==> config.mk <==
export PLATFORM = sky130hd
export DESIGN_NAME = ir_ac_frame_pulse_encoder
export DESIGN_NICKNAME = d
export VERILOG_FILES = /design/src/rtl/core/irac_pkg.sv /design/src/rtl/core/irac_front.sv /design/src/rtl/core/irac_fifo.sv /design/src/rtl/core/irac_back.sv /design/src/rtl/core/ir_ac_frame_pulse_encoder.sv
export VERILOG_INCLUDE_DIRS = /design/src /design/src/rtl/core
export SDC_FILE = /design/constraint.sdc
export NUM_CORES = 1
export LEC_CHECK = 0
export ABC_AREA = 0
export BUFFER_PORTS_ARGS = -buffer_cell sky130_fd_sc_hd__clkbuf_2
export CAP_MARGIN = 15
export CORE_MARGIN = 2
export CORE_UTILIZATION = 50
export CTS_BUF_LIST = sky130_fd_sc_hd__clkbuf_16
export DETAILED_ROUTE_END_ITERATION = 8
export PLACE_DENSITY = 0.67
export SLEW_MARGIN = 20
export SYNTH_ARGS = -nofsm -noshare
export SYNTH_HDL_FRONTEND = slang
export SYNTH_SLANG_ARGS = --single-unit
==> constraint.sdc <==
create_clock -name clk_i -period 5.8 [get_ports clk_i]
set_clock_uncertainty 0.05 [all_clocks]
set_input_delay 0.87 -clock clk_i [delete_from_list [all_inputs] [get_ports clk_i]]
set_output_delay 0.87 -clock clk_i [all_outputs]
set_load 0.1 [all_outputs]
==> src/rtl/core/ir_ac_frame_pulse_encoder_defines.svh <==
// Assertion macros shared by the IR frame encoder RTL.
// Depends on nothing; users supply clk_i and rst_ni in scope.
`ifndef IR_AC_FRAME_PULSE_ENCODER_DEFINES_SVH
`define IR_AC_FRAME_PULSE_ENCODER_DEFINES_SVH

// Same-cycle implication, disabled during reset.
`define IRAC_ASSERT_SAME(label, ante, cons, msg) \
  label: assert property (@(posedge clk_i) disable iff (!rst_ni) (ante) |-> (cons)) \
    else $error(msg);

// Next-cycle implication, disabled during reset.
`define IRAC_ASSERT_NEXT(label, ante, cons, msg) \
  label: assert property (@(posedge clk_i) disable iff (!rst_ni) (ante) |=> (cons)) \
    else $error(msg);

`endif

==> src/rtl/core/irac_pkg.sv <==
// Package for the IR frame encoder: types, register indexes and constants.
// Used by every module of the block; depends on nothing.
package irac_pkg;

  localparam int unsigned DUR_W      = 16;
  localparam int unsigned POS_W      = 5;
  localparam int unsigned FIFO_DEPTH = 2;

  localparam logic [POS_W-1:0] POS_LAST  = 5'd20;
  localparam logic [POS_W-1:0] POS_SEC1  = 5'd5;
  localparam logic [POS_W-1:0] POS_SEC2  = 5'd13;
  localparam logic [POS_W-1:0] POS_CSUM1 = 5'd13;
  localparam logic [POS_W-1:0] POS_CSUM2 = 5'd20;
  localparam logic [POS_W-1:0] POS_XOR_LO1 = 5'd2;
  localparam logic [POS_W-1:0] POS_XOR_HI1 = 5'd12;
  localparam logic [POS_W-1:0] POS_XOR_LO2 = 5'd14;
  localparam logic [POS_W-1:0] POS_XOR_HI2 = 5'd19;

  localparam logic [DUR_W-1:0] RST_HDR_MARK  = 16'd9000;
  localparam logic [DUR_W-1:0] RST_HDR_SPACE = 16'd4600;
  localparam logic [DUR_W-1:0] RST_BIT_MARK  = 16'd560;
  localparam logic [DUR_W-1:0] RST_ONE_SPACE = 16'd1680;
  localparam logic [DUR_W-1:0] RST_ZERO_SPACE = 16'd600;
  localparam logic [DUR_W-1:0] RST_FOOTER    = 16'd8000;
  localparam logic [DUR_W-1:0] RST_GAP       = 16'd20000;

  // Sequencer steps: header, eight bits, trailer.
  localparam logic [3:0] STEP_HDR      = 4'd0;
  localparam logic [3:0] STEP_BIT0     = 4'd1;
  localparam logic [3:0] STEP_BIT7     = 4'd8;
  localparam logic [3:0] STEP_TRAILER  = 4'd9;

  typedef enum logic [2:0] {
    REG_HDR_MARK   = 3'd0,
    REG_HDR_SPACE  = 3'd1,
    REG_BIT_MARK   = 3'd2,
    REG_ONE_SPACE  = 3'd3,
    REG_ZERO_SPACE = 3'd4,
    REG_FOOTER     = 3'd5,
    REG_GAP        = 3'd6,
    REG_CSUM       = 3'd7
  } reg_idx_e;

  typedef enum logic [1:0] {
    TRL_NONE   = 2'd0,
    TRL_FOOTER = 2'd1,
    TRL_GAP    = 2'd2
  } trailer_e;

  typedef struct packed {
    logic [DUR_W-1:0] hdr_mark;
    logic [DUR_W-1:0] hdr_space;
    logic [DUR_W-1:0] bit_mark;
    logic [DUR_W-1:0] one_space;
    logic [DUR_W-1:0] zero_space;
    logic [DUR_W-1:0] footer;
    logic [DUR_W-1:0] gap;
    logic             insert_csum;
  } cfg_t;

  typedef struct packed {
    logic [7:0] data;
    logic       header;
    trailer_e   trailer;
  } desc_t;

endpackage

==> src/rtl/core/irac_front.sv <==
// Front end of the IR frame encoder: tracks byte position and running XOR,
// substitutes checksums and classifies each byte. Depends on irac_pkg.
module irac_front (
  input  logic                clk_i,
  input  logic                rst_ni,
  input  logic                in_valid_i,
  output logic                in_ready_o,
  input  logic [7:0]          in_data_i,
  input  logic                in_start_i,
  input  logic                insert_csum_i,
  output logic                push_o,
  output irac_pkg::desc_t     push_desc_o,
  input  logic                push_ready_i
);

  logic [irac_pkg::POS_W-1:0] pos_q, pos_d, pos;
  logic [7:0]                 xor_q, xor_d, xor_cur, byte_eff;
  logic                       accept;

  assign in_ready_o = push_ready_i;
  assign accept     = in_valid_i && push_ready_i;
  assign push_o     = accept;

  always_comb begin
    pos     = in_start_i ? '0 : pos_q;
    xor_cur = in_start_i ? '0 : xor_q;
    byte_eff = in_data_i;
    if (insert_csum_i && (pos == irac_pkg::POS_CSUM1 || pos == irac_pkg::POS_CSUM2)) begin
      byte_eff = xor_cur;
    end

    push_desc_o.data   = byte_eff;
    push_desc_o.header = (pos == '0);
    if (pos == irac_pkg::POS_SEC1 || pos == irac_pkg::POS_SEC2) begin
      push_desc_o.trailer = irac_pkg::TRL_FOOTER;
    end else if (pos == irac_pkg::POS_LAST) begin
      push_desc_o.trailer = irac_pkg::TRL_GAP;
    end else begin
      push_desc_o.trailer = irac_pkg::TRL_NONE;
    end

    xor_d = xor_q;
    pos_d = pos_q;
    if (accept) begin
      if ((pos >= irac_pkg::POS_XOR_LO1 && pos <= irac_pkg::POS_XOR_HI1) ||
          (pos >= irac_pkg::POS_XOR_LO2 && pos <= irac_pkg::POS_XOR_HI2)) begin
        xor_d = xor_cur ^ byte_eff;
      end else if (pos == irac_pkg::POS_CSUM1 || pos >= irac_pkg::POS_LAST) begin
        xor_d = '0;
      end else begin
        xor_d = xor_cur;
      end
      pos_d = (pos >= irac_pkg::POS_LAST) ? '0 : pos + 1'b1;
    end
  end

  always_ff @(posedge clk_i or negedge rst_ni) begin
    if (!rst_ni) begin
      pos_q <= '0;
      xor_q <= '0;
    end else begin
      pos_q <= pos_d;
      xor_q <= xor_d;
    end
  end

endmodule

==> src/rtl/core/irac_fifo.sv <==
// Small descriptor queue between front and back of the IR frame encoder.
// Depends on irac_pkg; Depth must be a power of two, at least two.
module irac_fifo #(
  parameter int unsigned Depth = irac_pkg::FIFO_DEPTH
) (
  input  logic            clk_i,
  input  logic            rst_ni,
  input  logic            push_i,
  input  irac_pkg::desc_t push_desc_i,
  output logic            push_ready_o,
  input  logic            pop_i,
  output irac_pkg::desc_t pop_desc_o,
  output logic            pop_valid_o
);

  localparam int unsigned PtrW = $clog2(Depth);
  localparam int unsigned CntW = $clog2(Depth + 1);

  irac_pkg::desc_t mem_q [Depth];
  logic [PtrW-1:0] wr_q, wr_d, rd_q, rd_d;
  logic [CntW-1:0] cnt_q, cnt_d;

  assign push_ready_o = (cnt_q != CntW'(Depth));
  assign pop_valid_o  = (cnt_q != '0);
  assign pop_desc_o   = mem_q[rd_q];

  always_comb begin
    wr_d  = push_i ? wr_q + 1'b1 : wr_q;
    rd_d  = pop_i ? rd_q + 1'b1 : rd_q;
    cnt_d = cnt_q + CntW'(push_i) - CntW'(pop_i);
  end

  always_ff @(posedge clk_i) begin
    if (push_i) begin
      mem_q[wr_q] <= push_desc_i;
    end
  end

  always_ff @(posedge clk_i or negedge rst_ni) begin
    if (!rst_ni) begin
      wr_q  <= '0;
      rd_q  <= '0;
      cnt_q <= '0;
    end else begin
      wr_q  <= wr_d;
      rd_q  <= rd_d;
      cnt_q <= cnt_d;
    end
  end

endmodule

==> src/rtl/core/irac_back.sv <==
// Back end of the IR frame encoder: steps through a byte's pairs, one a
// cycle unless stalled, into the output register. Depends on irac_pkg.
module irac_back (
  input  logic                        clk_i,
  input  logic                        rst_ni,
  input  logic                        head_valid_i,
  input  irac_pkg::desc_t             head_desc_i,
  output logic                        pop_o,
  input  irac_pkg::cfg_t              cfg_i,
  output logic                        out_valid_o,
  input  logic                        out_ready_i,
  output logic [irac_pkg::DUR_W-1:0]  out_mark_o,
  output logic [irac_pkg::DUR_W-1:0]  out_space_o,
  output logic                        out_run_last_o,
  output logic                        out_frame_last_o
);

  logic [3:0]                 step_q, step_d, cur_step;
  logic [2:0]                 bit_idx;
  logic                       fire, last;
  logic                       valid_q, valid_d;
  logic [irac_pkg::DUR_W-1:0] mark_q, mark_d, space_q, space_d;
  logic                       run_last_q, run_last_d, frame_last_q, frame_last_d;

  assign fire = head_valid_i && (!valid_q || out_ready_i);
  assign pop_o = fire && last;

  always_comb begin
    cur_step = step_q;
    if (step_q == irac_pkg::STEP_HDR && !head_desc_i.header) begin
      cur_step = irac_pkg::STEP_BIT0;
    end
    bit_idx = 3'(cur_step - irac_pkg::STEP_BIT0);
    last = (cur_step == irac_pkg::STEP_TRAILER) ||
           (cur_step == irac_pkg::STEP_BIT7 && head_desc_i.trailer == irac_pkg::TRL_NONE);

    step_d = step_q;
    if (fire) begin
      step_d = last ? irac_pkg::STEP_HDR : cur_step + 4'd1;
    end
  end

  always_comb begin
    valid_d      = valid_q;
    mark_d       = mark_q;
    space_d      = space_q;
    run_last_d   = run_last_q;
    frame_last_d = frame_last_q;
    if (fire) begin
      valid_d      = 1'b1;
      run_last_d   = last;
      frame_last_d = 1'b0;
      mark_d       = cfg_i.bit_mark;
      if (cur_step == irac_pkg::STEP_HDR) begin
        mark_d  = cfg_i.hdr_mark;
        space_d = cfg_i.hdr_space;
      end else if (cur_step == irac_pkg::STEP_TRAILER) begin
        if (head_desc_i.trailer == irac_pkg::TRL_GAP) begin
          space_d      = cfg_i.gap;
          frame_last_d = 1'b1;
        end else begin
          space_d = cfg_i.footer;
        end
      end else begin
        space_d = head_desc_i.data[bit_idx] ? cfg_i.one_space : cfg_i.zero_space;
      end
    end else if (out_ready_i) begin
      valid_d = 1'b0;
    end
  end

  always_ff @(posedge clk_i) begin
    mark_q       <= mark_d;
    space_q      <= space_d;
    run_last_q   <= run_last_d;
    frame_last_q <= frame_last_d;
  end

  always_ff @(posedge clk_i or negedge rst_ni) begin
    if (!rst_ni) begin
      step_q  <= irac_pkg::STEP_HDR;
      valid_q <= 1'b0;
    end else begin
      step_q  <= step_d;
      valid_q <= valid_d;
    end
  end

  assign out_valid_o      = valid_q;
  assign out_mark_o       = mark_q;
  assign out_space_o      = space_q;
  assign out_run_last_o   = run_last_q;
  assign out_frame_last_o = frame_last_q;

endmodule

==> src/rtl/core/ir_ac_frame_pulse_encoder.sv <==
// Top level of the IR frame encoder: configuration registers, front end,
// descriptor queue and pair sequencer. Depends on irac_pkg and the defines.
//
// The slave stream takes one frame byte per transfer; tuser marks byte 0 of
// a new frame. The master stream gives one mark/space pair per transfer;
// tlast marks the last pair of a byte and tuser the frame gap pair.
// Bytes 0, 5, 13 and 20 of a frame give nine pairs, all others eight.
// The sequencer emits one pair per cycle unless stalled, and goes straight on
// to the next queued byte. A byte sent to an empty queue is written into the
// queue first and only then gives its first pair to the output register.
// The queue holds FifoDepth classified bytes, so the slave side keeps
// accepting while the sequencer works or the receiver stalls; once it is
// full, s_axis_tready_o drops until the sequencer finishes a byte.
// A receiver stall holds the output register and freezes the sequencer.
// Reset clears position, running XOR, queue and output valid, and loads the
// default durations. Configuration writes are accepted in every cycle and
// should be made while the block is idle.
`include "ir_ac_frame_pulse_encoder_defines.svh"
module ir_ac_frame_pulse_encoder #(
  parameter int unsigned FifoDepth = irac_pkg::FIFO_DEPTH
) (
  input  logic        clk_i,
  input  logic        rst_ni,
  input  logic        s_axis_tvalid_i,
  output logic        s_axis_tready_o,
  input  logic [7:0]  s_axis_tdata_i,   // [7:0] data_byte
  input  logic        s_axis_tuser_i,   // [0] frame_start
  output logic        m_axis_tvalid_o,
  input  logic        m_axis_tready_i,
  output logic [31:0] m_axis_tdata_o,   // [15:0] mark_us, [31:16] space_us
  output logic        m_axis_tlast_o,   // run_last
  output logic        m_axis_tuser_o,   // [0] frame_last
  input  logic        cfg_valid_i,
  output logic        cfg_ready_o,
  input  logic [2:0]  cfg_index_i,
  input  logic [15:0] cfg_data_i
);

  irac_pkg::cfg_t  cfg_q, cfg_d;
  irac_pkg::desc_t push_desc, head_desc;
  logic            push, push_ready, head_valid, pop;

  assign cfg_ready_o = 1'b1;

  always_comb begin
    cfg_d = cfg_q;
    if (cfg_valid_i) begin
      unique case (irac_pkg::reg_idx_e'(cfg_index_i))
        irac_pkg::REG_HDR_MARK:   cfg_d.hdr_mark    = cfg_data_i;
        irac_pkg::REG_HDR_SPACE:  cfg_d.hdr_space   = cfg_data_i;
        irac_pkg::REG_BIT_MARK:   cfg_d.bit_mark    = cfg_data_i;
        irac_pkg::REG_ONE_SPACE:  cfg_d.one_space   = cfg_data_i;
        irac_pkg::REG_ZERO_SPACE: cfg_d.zero_space  = cfg_data_i;
        irac_pkg::REG_FOOTER:     cfg_d.footer      = cfg_data_i;
        irac_pkg::REG_GAP:        cfg_d.gap         = cfg_data_i;
        irac_pkg::REG_CSUM:       cfg_d.insert_csum = cfg_data_i[0];
        default:                  cfg_d = cfg_q;
      endcase
    end
  end

  always_ff @(posedge clk_i or negedge rst_ni) begin
    if (!rst_ni) begin
      cfg_q.hdr_mark    <= irac_pkg::RST_HDR_MARK;
      cfg_q.hdr_space   <= irac_pkg::RST_HDR_SPACE;
      cfg_q.bit_mark    <= irac_pkg::RST_BIT_MARK;
      cfg_q.one_space   <= irac_pkg::RST_ONE_SPACE;
      cfg_q.zero_space  <= irac_pkg::RST_ZERO_SPACE;
      cfg_q.footer      <= irac_pkg::RST_FOOTER;
      cfg_q.gap         <= irac_pkg::RST_GAP;
      cfg_q.insert_csum <= 1'b1;
    end else begin
      cfg_q <= cfg_d;
    end
  end

  irac_front u_front (
    .clk_i         (clk_i),
    .rst_ni        (rst_ni),
    .in_valid_i    (s_axis_tvalid_i),
    .in_ready_o    (s_axis_tready_o),
    .in_data_i     (s_axis_tdata_i),
    .in_start_i    (s_axis_tuser_i),
    .insert_csum_i (cfg_q.insert_csum),
    .push_o        (push),
    .push_desc_o   (push_desc),
    .push_ready_i  (push_ready)
  );

  irac_fifo #(
    .Depth (FifoDepth)
  ) u_fifo (
    .clk_i        (clk_i),
    .rst_ni       (rst_ni),
    .push_i       (push),
    .push_desc_i  (push_desc),
    .push_ready_o (push_ready),
    .pop_i        (pop),
    .pop_desc_o   (head_desc),
    .pop_valid_o  (head_valid)
  );

  irac_back u_back (
    .clk_i            (clk_i),
    .rst_ni           (rst_ni),
    .head_valid_i     (head_valid),
    .head_desc_i      (head_desc),
    .pop_o            (pop),
    .cfg_i            (cfg_q),
    .out_valid_o      (m_axis_tvalid_o),
    .out_ready_i      (m_axis_tready_i),
    .out_mark_o       (m_axis_tdata_o[15:0]),
    .out_space_o      (m_axis_tdata_o[31:16]),
    .out_run_last_o   (m_axis_tlast_o),
    .out_frame_last_o (m_axis_tuser_o)
  );

  `IRAC_ASSERT_SAME(a_push_room, push, push_ready, "byte pushed into a full queue")
  `IRAC_ASSERT_SAME(a_pop_valid, pop, head_valid, "pop from an empty queue")
  `IRAC_ASSERT_SAME(a_gap_last, m_axis_tvalid_o && m_axis_tuser_o, m_axis_tlast_o,
                    "frame gap pair not marked as last of its byte")
  `IRAC_ASSERT_NEXT(a_pop_out, pop, m_axis_tvalid_o && m_axis_tlast_o,
                    "finished byte did not leave a last pair")

endmodule
After elaboration in Yosys (flattened, before gate mapping)
Memories as Yosys holds them, arrays and structs flattened.
Cells that the tools add are included.
{ "totals": {"out_inout_bits": 37, "input_bits": 33, "latch_bits": 0, "mem_count": 1, "ramBits": 22, "rom_bits": 0, "regBits": 169} }
{ "classes": {"bitwise_logic": 2, "muxes": 22, "order_cmp": 6, "n_shift": 0, "n_reduce_logical": 32, "n_addsub": 7, "n_eq_ne": 14, "n_mul": 0, "n_div": 0} }
{ "memory_table": {"columns": ["memory", "depth", "word_bits", "read_ports", "rd_ports_with_merged_regs", "write_ports", "line_no", "source"], "rows": [
  ["u_fifo.mem_q", 2, 11, 1, 0, 1, "irac_fifo.sv:19", "irac_pkg::desc_t mem_q [Depth];"]
]} }
{ "op_table": {"columns": ["operator", "n"], "rows": [
  ["$mux W16", 5],
  ["$mux W8", 4],
  ["$reduce_and A2 Y1", 8],
  ["$eq A3 B3 Y1 const B", 4],
  ["$mux W5", 2],
  ["$eq A4 B4 Y1 const B", 2],
  ["$logic_and A1 B1 Y1", 8],
  ["$logic_not A4 Y1", 2],
  ["$mux W4", 2],
  ["$xor A8 B8 Y8", 1],
  ["$eq A3 B2 Y1 const B", 2],
  ["$logic_or A1 B1 Y1", 6],
  ["$mux W1", 6],
  ["$add A5 B1 Y5 const B", 1],
  ["$eq A5 B3 Y1 const B", 1],
  ["$eq A5 B4 Y1 const B", 1],
  ["$eq A5 B5 Y1 const B", 1],
  ["$ge A5 B2 Y1 const B", 1],
  ["$ge A5 B4 Y1 const B", 1],
  ["$ge A5 B5 Y1 const B", 1],
  ["$le A5 B4 Y1 const B", 1],
  ["$le A5 B5 Y1 const B", 1],
  ["$logic_not A5 Y1", 1],
  ["$add A4 B1 Y4 const B", 1],
  ["other kinds (16)", 20]
]} }

Logic depth before layout (Yosys ltp)
An unclocked memory read counts as a cell.
{ "depth": {"ltp_word": 10, "depth_mapped": 13, "depth_no_buf": 12} }

By module
From an unflattened synthesis, not the netlist that was laid out.
{ "hier_totals": {"cells_unflattened": 660, "hier_area_um2": 8879.8} }
{ "modules_own_cells": {"columns": ["module", "seq_area_each_um2", "area_per_inst_um2", "instances", "cells_per_inst"], "rows": [
  ["ir_ac_frame_pulse_encoder", 2871.5, 4411.7, 1, 250],
  ["irac_back", 1146.1, 2471.1, 1, 238],
  ["irac_fifo", 760.7, 1028.5, 1, 49],
  ["irac_front", 325.3, 968.4, 1, 123]
]} }

Least setup slack after synthesis
No wires, ideal clock.
{ "synth_path": {"kind": "flip-flop to flip-flop", "start": "register u_back.step_q[2]", "end": "register u_back.space_q (netlist bit u_back.out_space_o[0]) (data pin)", "arrival_ns": 2.740, "slack_ns": 2.749, "stages_incl_launch_ff": 13, "setup_time_ns": 0.261, "required_time_ns": 5.489, "period_less_slack_ns": 3.051, "path_cell_list": "dfrtp_1 > buf_6 > nor3_1 > a21o_1 > inv_2 > ha_1 > xor2_2 > mux4_2 > buf_6 > mux2i_4 > buf_12 > mux2i_1 > a221o_1"} }
{ "synth_via": {"elab_chain_len": 9, "elab_cells_between_ends": 11, "classes_between": "add/sub (1); eq/ne (1); mux (6); reduce/logical (3)"} }
{ "synth_rtl": {"columns": ["item", "line_no", "source"], "rows": [
  ["start: declaration", "irac_back.sv:18", "logic [3:0] step_q, step_d, cur_step;"],
  ["start signal: assignment", "irac_back.sv:81", "step_q <= irac_pkg::STEP_HDR;"],
  ["start signal: assignment", "irac_back.sv:84", "step_q <= step_d;"],
  ["$logic_not A4 Y1", "irac_back.sv:30", "if (step_q == irac_pkg::STEP_HDR && !head_desc_i.header) begin"],
  ["$logic_and A1 B1 Y1", "irac_back.sv:30", null],
  ["$mux W4 *", "irac_back.sv:30", null],
  ["$sub A3 B1 Y3", "irac_back.sv:33", "bit_idx = 3'(cur_step - irac_pkg::STEP_BIT0);"],
  ["$bmux W1 S3", "irac_back.sv:65", "space_d = head_desc_i.data[bit_idx] ? cfg_i.one_space : cfg_i.zero_space;"],
  ["$mux W1 (implied by the code)", "irac_back.sv:65", null],
  ["$mux W16", "irac_back.sv:65", null],
  ["$mux W16", "irac_back.sv:57", "end else if (cur_step == irac_pkg::STEP_TRAILER) begin"],
  ["$mux W16 *", "irac_back.sv:54", "if (cur_step == irac_pkg::STEP_HDR) begin"],
  ["end signal: assignment", "irac_back.sv:74", "space_q <= space_d;"],
  ["end: declaration", "irac_back.sv:22", "logic [irac_pkg::DUR_W-1:0] mark_q, mark_d, space_q, space_d;"]
]} }
Every way passes the cells marked *; elsewhere a longest branch is shown, timed or not. The select of a mux whose other input is x is not followed.
A chain may end at the register's enable or synchronous reset.

Worst setup path after layout
{ "layout_path": {"start": "register u_fifo.rd_q", "end": "register u_back.space_q (netlist bit u_back.out_space_o[12]) (data pin)"} }
{ "layout_via": {"elab_chain_len": 10, "elab_cells_between_ends": 14, "classes_between": "add/sub (1); eq/ne (2); mux (7); reduce/logical (3); memory (1)"} }
{ "layout_rtl": {"columns": ["item", "line_no", "source"], "rows": [
  ["start: declaration", "irac_fifo.sv:20", "logic [PtrW-1:0] wr_q, wr_d, rd_q, rd_d;"],
  ["start signal: assignment", "irac_fifo.sv:46", "rd_q <= rd_d;"],
  ["$mem_v2 Z2 W11 *", null, null],
  ["$logic_not A1 Y1", "irac_back.sv:30", null],
  ["$logic_and A1 B1 Y1", "irac_back.sv:30", null],
  ["$mux W4", "irac_back.sv:30", null],
  ["$sub A3 B1 Y3", "irac_back.sv:33", null],
  ["$bmux W1 S3", "irac_back.sv:65", null],
  ["$mux W1 (implied by the code)", "irac_back.sv:65", null],
  ["$mux W16", "irac_back.sv:65", null],
  ["$mux W16", "irac_back.sv:57", null],
  ["$mux W16 *", "irac_back.sv:54", null]
]} }
Marks and branches as above.

==> PnR_summary.wiki <==
{| class="wikitable"
! Metric !! Value
|-
| Result of the run || finished clean
|-
| Floorplan Core Area || 0.0172 mm2
|-
| Minimum setup slack after placement || 2.10 ns
|-
| Endpoint required time on the critical path || 5.94 ns
|-
| Clock latency of the later-clocked register in the worst-skew pair || 0.44 ns
|-
| GRT Util Overall || 20.4%
|-
| Syn nets || 702
|-
| Initial antenna violation count || 0
|-
| Detailed Place HPWL || 11400 um
|-
| Residual DRC || 0
|-
| Buffers inserted during post-CTS setup optimization || 0
|-
| Starting density of the core || 50.9%
|-
| Post-synthesis cell area || 0.00873 mm2
|-
| Residual overflow from global routing || 0
|-
| Final count of pins violating max slew || 0
|-
| CTS sink count || 191
|-
| Final estimated routing congestion in global placement || 0.852
|-
| CTS clk-pin slew, worst paths || 0.07 ns
|-
| Worst endpoint data arrival time || 3.87 ns
|-
| Vias in the first global route || 5484
|-
| Row count || 48
|-
| Leak pwr || 4.11 nW
|-
| Max Clock Freq || 0.268 GHz
|-
| Die height || 136 um
|-
| Wire length of the first global-routing pass || 28600 um
|-
| Count of TritonRoute iterations in the first routing pass || 4
|-
| Maximum number of pins on one net before global-route repair || 74
|-
| Power density over the cells || 588 mW/mm2
|-
| Worst Max-Slew Pin Slew || 1.04 ns
|-
| Area Growth Syn to Fin || 12.7%
|-
| Wire length per cell after detailed routing || 18.7 um
|-
| Hold/Removal Path Class || flop to flop
|-
| CTS tree || yes
|-
| Setup repair after global routing missed its margin || no
|-
| Post-CTS Resized || 0
|-
| Dominant synthesized flop cell || sky130_fd_sc_hd__dfrtp_1
|-
| Instance area at placement || 0.00923 mm2
|-
| Minimum period implied by the final worst setup slack || 3.73 ns
|-
| Aggregate negative setup slack || 0 ns
|-
| Post-layout instance area || 0.00984 mm2
|-
| Category of the worst setup path capture point || flop
|-
| Average via count per standard cell || 5.71
|-
| Level count of the clock H-tree || 4
|-
| Post-layout total power || 5.79 mW
|-
| Total of warnings raised by yosys || 0
|-
| Port Buffers || 68
|-
| Total count of hold-check failures in the final report || 0
|-
| CTS Buffer Depth || 2
|-
| Synth Register Bits || 191
|-
| Critical path class || flop to flop
|-
| Vias after detailed routing || 5435
|-
| Cells after synthesis || 661
|-
| Number of failing setup endpoints in the final timing report || 0
|-
| Share of the cycle needed by the critical path after routing || 64.3%
|-
| Post-synth EDFFs || 56
|-
| FFs w/ async S/R, synth || 70.7%
|-
| Fraction of the yosys area taken by sequential cells || 58.4%
|-
| DRT iter0 DRCs || 287
|-
| Max_slew headroom || 30.6%
|-
| Antenna Violating Nets Remaining || 0
|-
| Number of distinct library cell variants in the gate-level netlist after synthesis || 52
|-
| Total wire length after detailed routing || 17800 um
|-
| Fraction of final layout cells with drive strength greater than 1 || 38.5%
|-
| Post-synthesis average cell area || 13.2 um2
|-
| Post-route worst setup slack || 2.07 ns
|-
| Cell at the root of the clock tree || sky130_fd_sc_hd__clkbuf_16
|-
| Crit Path Max Fanout || 10
|-
| Critical Path Source Type || flop
|-
| Max capacitance violation total || 0
|-
| Peak VDD IR || 0.000564 V
|-
| Num CTS Buffers || 17
|-
| Count of fill cells added during filler insertion || 1405
|-
| # diodes || 0
|-
| Hold-fix buffers, CTS || 0
|-
| Die width || 136 um
|-
| Top-level port count || 70
|-
| Nets@finish || 755
|-
| Die area || 0.0185 mm2
|}
critical path, cell delays in order, from the launching register on:
cell and delay (ns):
sky130_fd_sc_hd__dfrtp_1 0.51, sky130_fd_sc_hd__mux2i_1 0.33, sky130_fd_sc_hd__a21o_1 0.24, sky130_fd_sc_hd__inv_2 0.13, sky130_fd_sc_hd__ha_1 0.28, sky130_fd_sc_hd__xor2_2 0.22
sky130_fd_sc_hd__mux4_2 0.69, sky130_fd_sc_hd__mux2i_4 0.55, sky130_fd_sc_hd__mux2i_1 0.19, sky130_fd_sc_hd__a221o_1 0.28
state kept, by name, indices dropped and copies added, names as in the netlist, 2 cells and up:
name,cells
cfg_q,113
u_fifo.cnt_q,2
u_fifo.mem_q,22
u_back.out_mark_o,16
u_back.out_space_o,16
u_front.pos_q,5
u_front.xor_q,8
u_back.step_q,4
cell usage after synthesis (3+ instances only):
| library cell | count | area share, % |
|---|---|---|
| sky130_fd_sc_hd__nand2b_1 | 3 | 0.21 |
| sky130_fd_sc_hd__nand4_1 | 3 | 0.21 |
| sky130_fd_sc_hd__clkbuf_1 | 31 | 1.3 |
| sky130_fd_sc_hd__nor2_1 | 12 | 0.52 |
| sky130_fd_sc_hd__a221o_1 | 16 | 1.8 |
| sky130_fd_sc_hd__nand2_1 | 77 | 3.3 |
| sky130_fd_sc_hd__a21o_1 | 6 | 0.52 |
| sky130_fd_sc_hd__o21a_1 | 3 | 0.26 |
| sky130_fd_sc_hd__o211ai_1 | 28 | 2.4 |
| sky130_fd_sc_hd__mux2_2 | 129 | 17 |
| sky130_fd_sc_hd__o22ai_1 | 6 | 0.43 |
| sky130_fd_sc_hd__and2_1 | 5 | 0.36 |
| sky130_fd_sc_hd__xnor2_1 | 3 | 0.30 |
| sky130_fd_sc_hd__nand4b_1 | 11 | 1.1 |
| sky130_fd_sc_hd__nor3b_1 | 3 | 0.26 |
| sky130_fd_sc_hd__edfxtp_1 | 56 | 19 |
| sky130_fd_sc_hd__mux2i_1 | 31 | 3.6 |
| sky130_fd_sc_hd__nor3_1 | 8 | 0.46 |
| sky130_fd_sc_hd__dfstp_2 | 35 | 11 |
| sky130_fd_sc_hd__inv_1 | 9 | 0.39 |
| sky130_fd_sc_hd__ha_1 | 8 | 1.1 |
| sky130_fd_sc_hd__a21oi_1 | 13 | 0.74 |
| sky130_fd_sc_hd__dfrtp_1 | 100 | 29 |
| sky130_fd_sc_hd__o21ai_0 | 25 | 1.4 |
| sky130_fd_sc_hd__nand3b_1 | 3 | 0.26 |
| sky130_fd_sc_hd__buf_6 | 3 | 0.39 |
cells in the final DEF, fill, tap and decap left out, drive strengths merged, types with 15 or more instances in the layout:
cell type / synthesis / routed
clkbuf: 31 / 84
mux2: 129 / 129
dfstp: 35 / 35
o211ai: 28 / 28
dfrtp: 100 / 100
o21ai: 26 / 26
mux2i: 32 / 32
a221o: 16 / 16
nand2: 77 / 77
edfxtp: 56 / 56
inv: 10 / 15
layer usage:
layer  vias up  global-route usage, %  part of all wire [%]
met1      2784                   24.7                    42
met2        87                   35.5                    53
met3        21                   4.59                   3.0
met4         0                   7.64                   1.5
met5         -                      0                     0
li1       2543                      -                     -
power by group:
group | internal, mW | switching [mW] | total (mW)
combinational | 0.808 | 1.69 | 2.50
sequential | 1.91 | 0.223 | 2.13
clock | 0.641 | 0.521 | 1.16
cells by family (layout without fill, tap and decap cells):
group / after synthesis / after routing / synth area share [%]
xor+xnor: 5 / 5 / 0.587
buf+inv: 52 / 118 / 2.79
simple gates: 137 / 137 / 7.79
other cells: 1 / 1 / 0.0429
compound gates: 104 / 104 / 8.25
mux: 163 / 163 / 21.0
flops: 191 / 191 / 58.4
fa+ha+maj: 8 / 8 / 1.15
per-stage QoR:
| step | hold slack, ns | util [%] | cells |
|---|---|---|---|
| 2_1_floorplan | 0.411 | - | 661 |
| 3_3_place_gp | 0.432 | 53.7 | 918 |
| 3_5_place_dp | 0.439 | 53.7 | 918 |
| 4_1_cts | 0.455 | 57.2 | 950 |
| 5_1_grt | 0.465 | 57.3 | 952 |
| 6_report | 0.453 | 57.3 | 952 |
worst paths after layout:
check | start | slack (ns) | cells after the start | endpoint
worst max-delay path | u_fifo.rd_q | 2.07 | 9 | u_back.out_space_o[12]
worst min-delay path | cfg_q[17] | 0.45 | 1 | cfg_q[17]
worst max register to register | u_fifo.rd_q | 2.07 | 9 | u_back.out_space_o[12]
worst min register to register | cfg_q[17] | 0.45 | 1 | cfg_q[17]
max in group asynchronous | rst_ni | 3.79 | 2 | cfg_q[78]
min in group asynchronous | rst_ni | 0.47 | 1 | cfg_q[21]
cell type report:
type                            instances  area (um2)  area share [%]
Inverter                               11        41.3           0.419
Sequential cell                       191        5100            51.8
Multi-Input combinational cell        418        3420            34.8
Tap cell                              225         282            2.86
Timing Repair Buffer                   75         407            4.13
Clock inverter                         15         163            1.65
Clock buffer                           17         425            4.32
(Power assumes the default switching activity.)
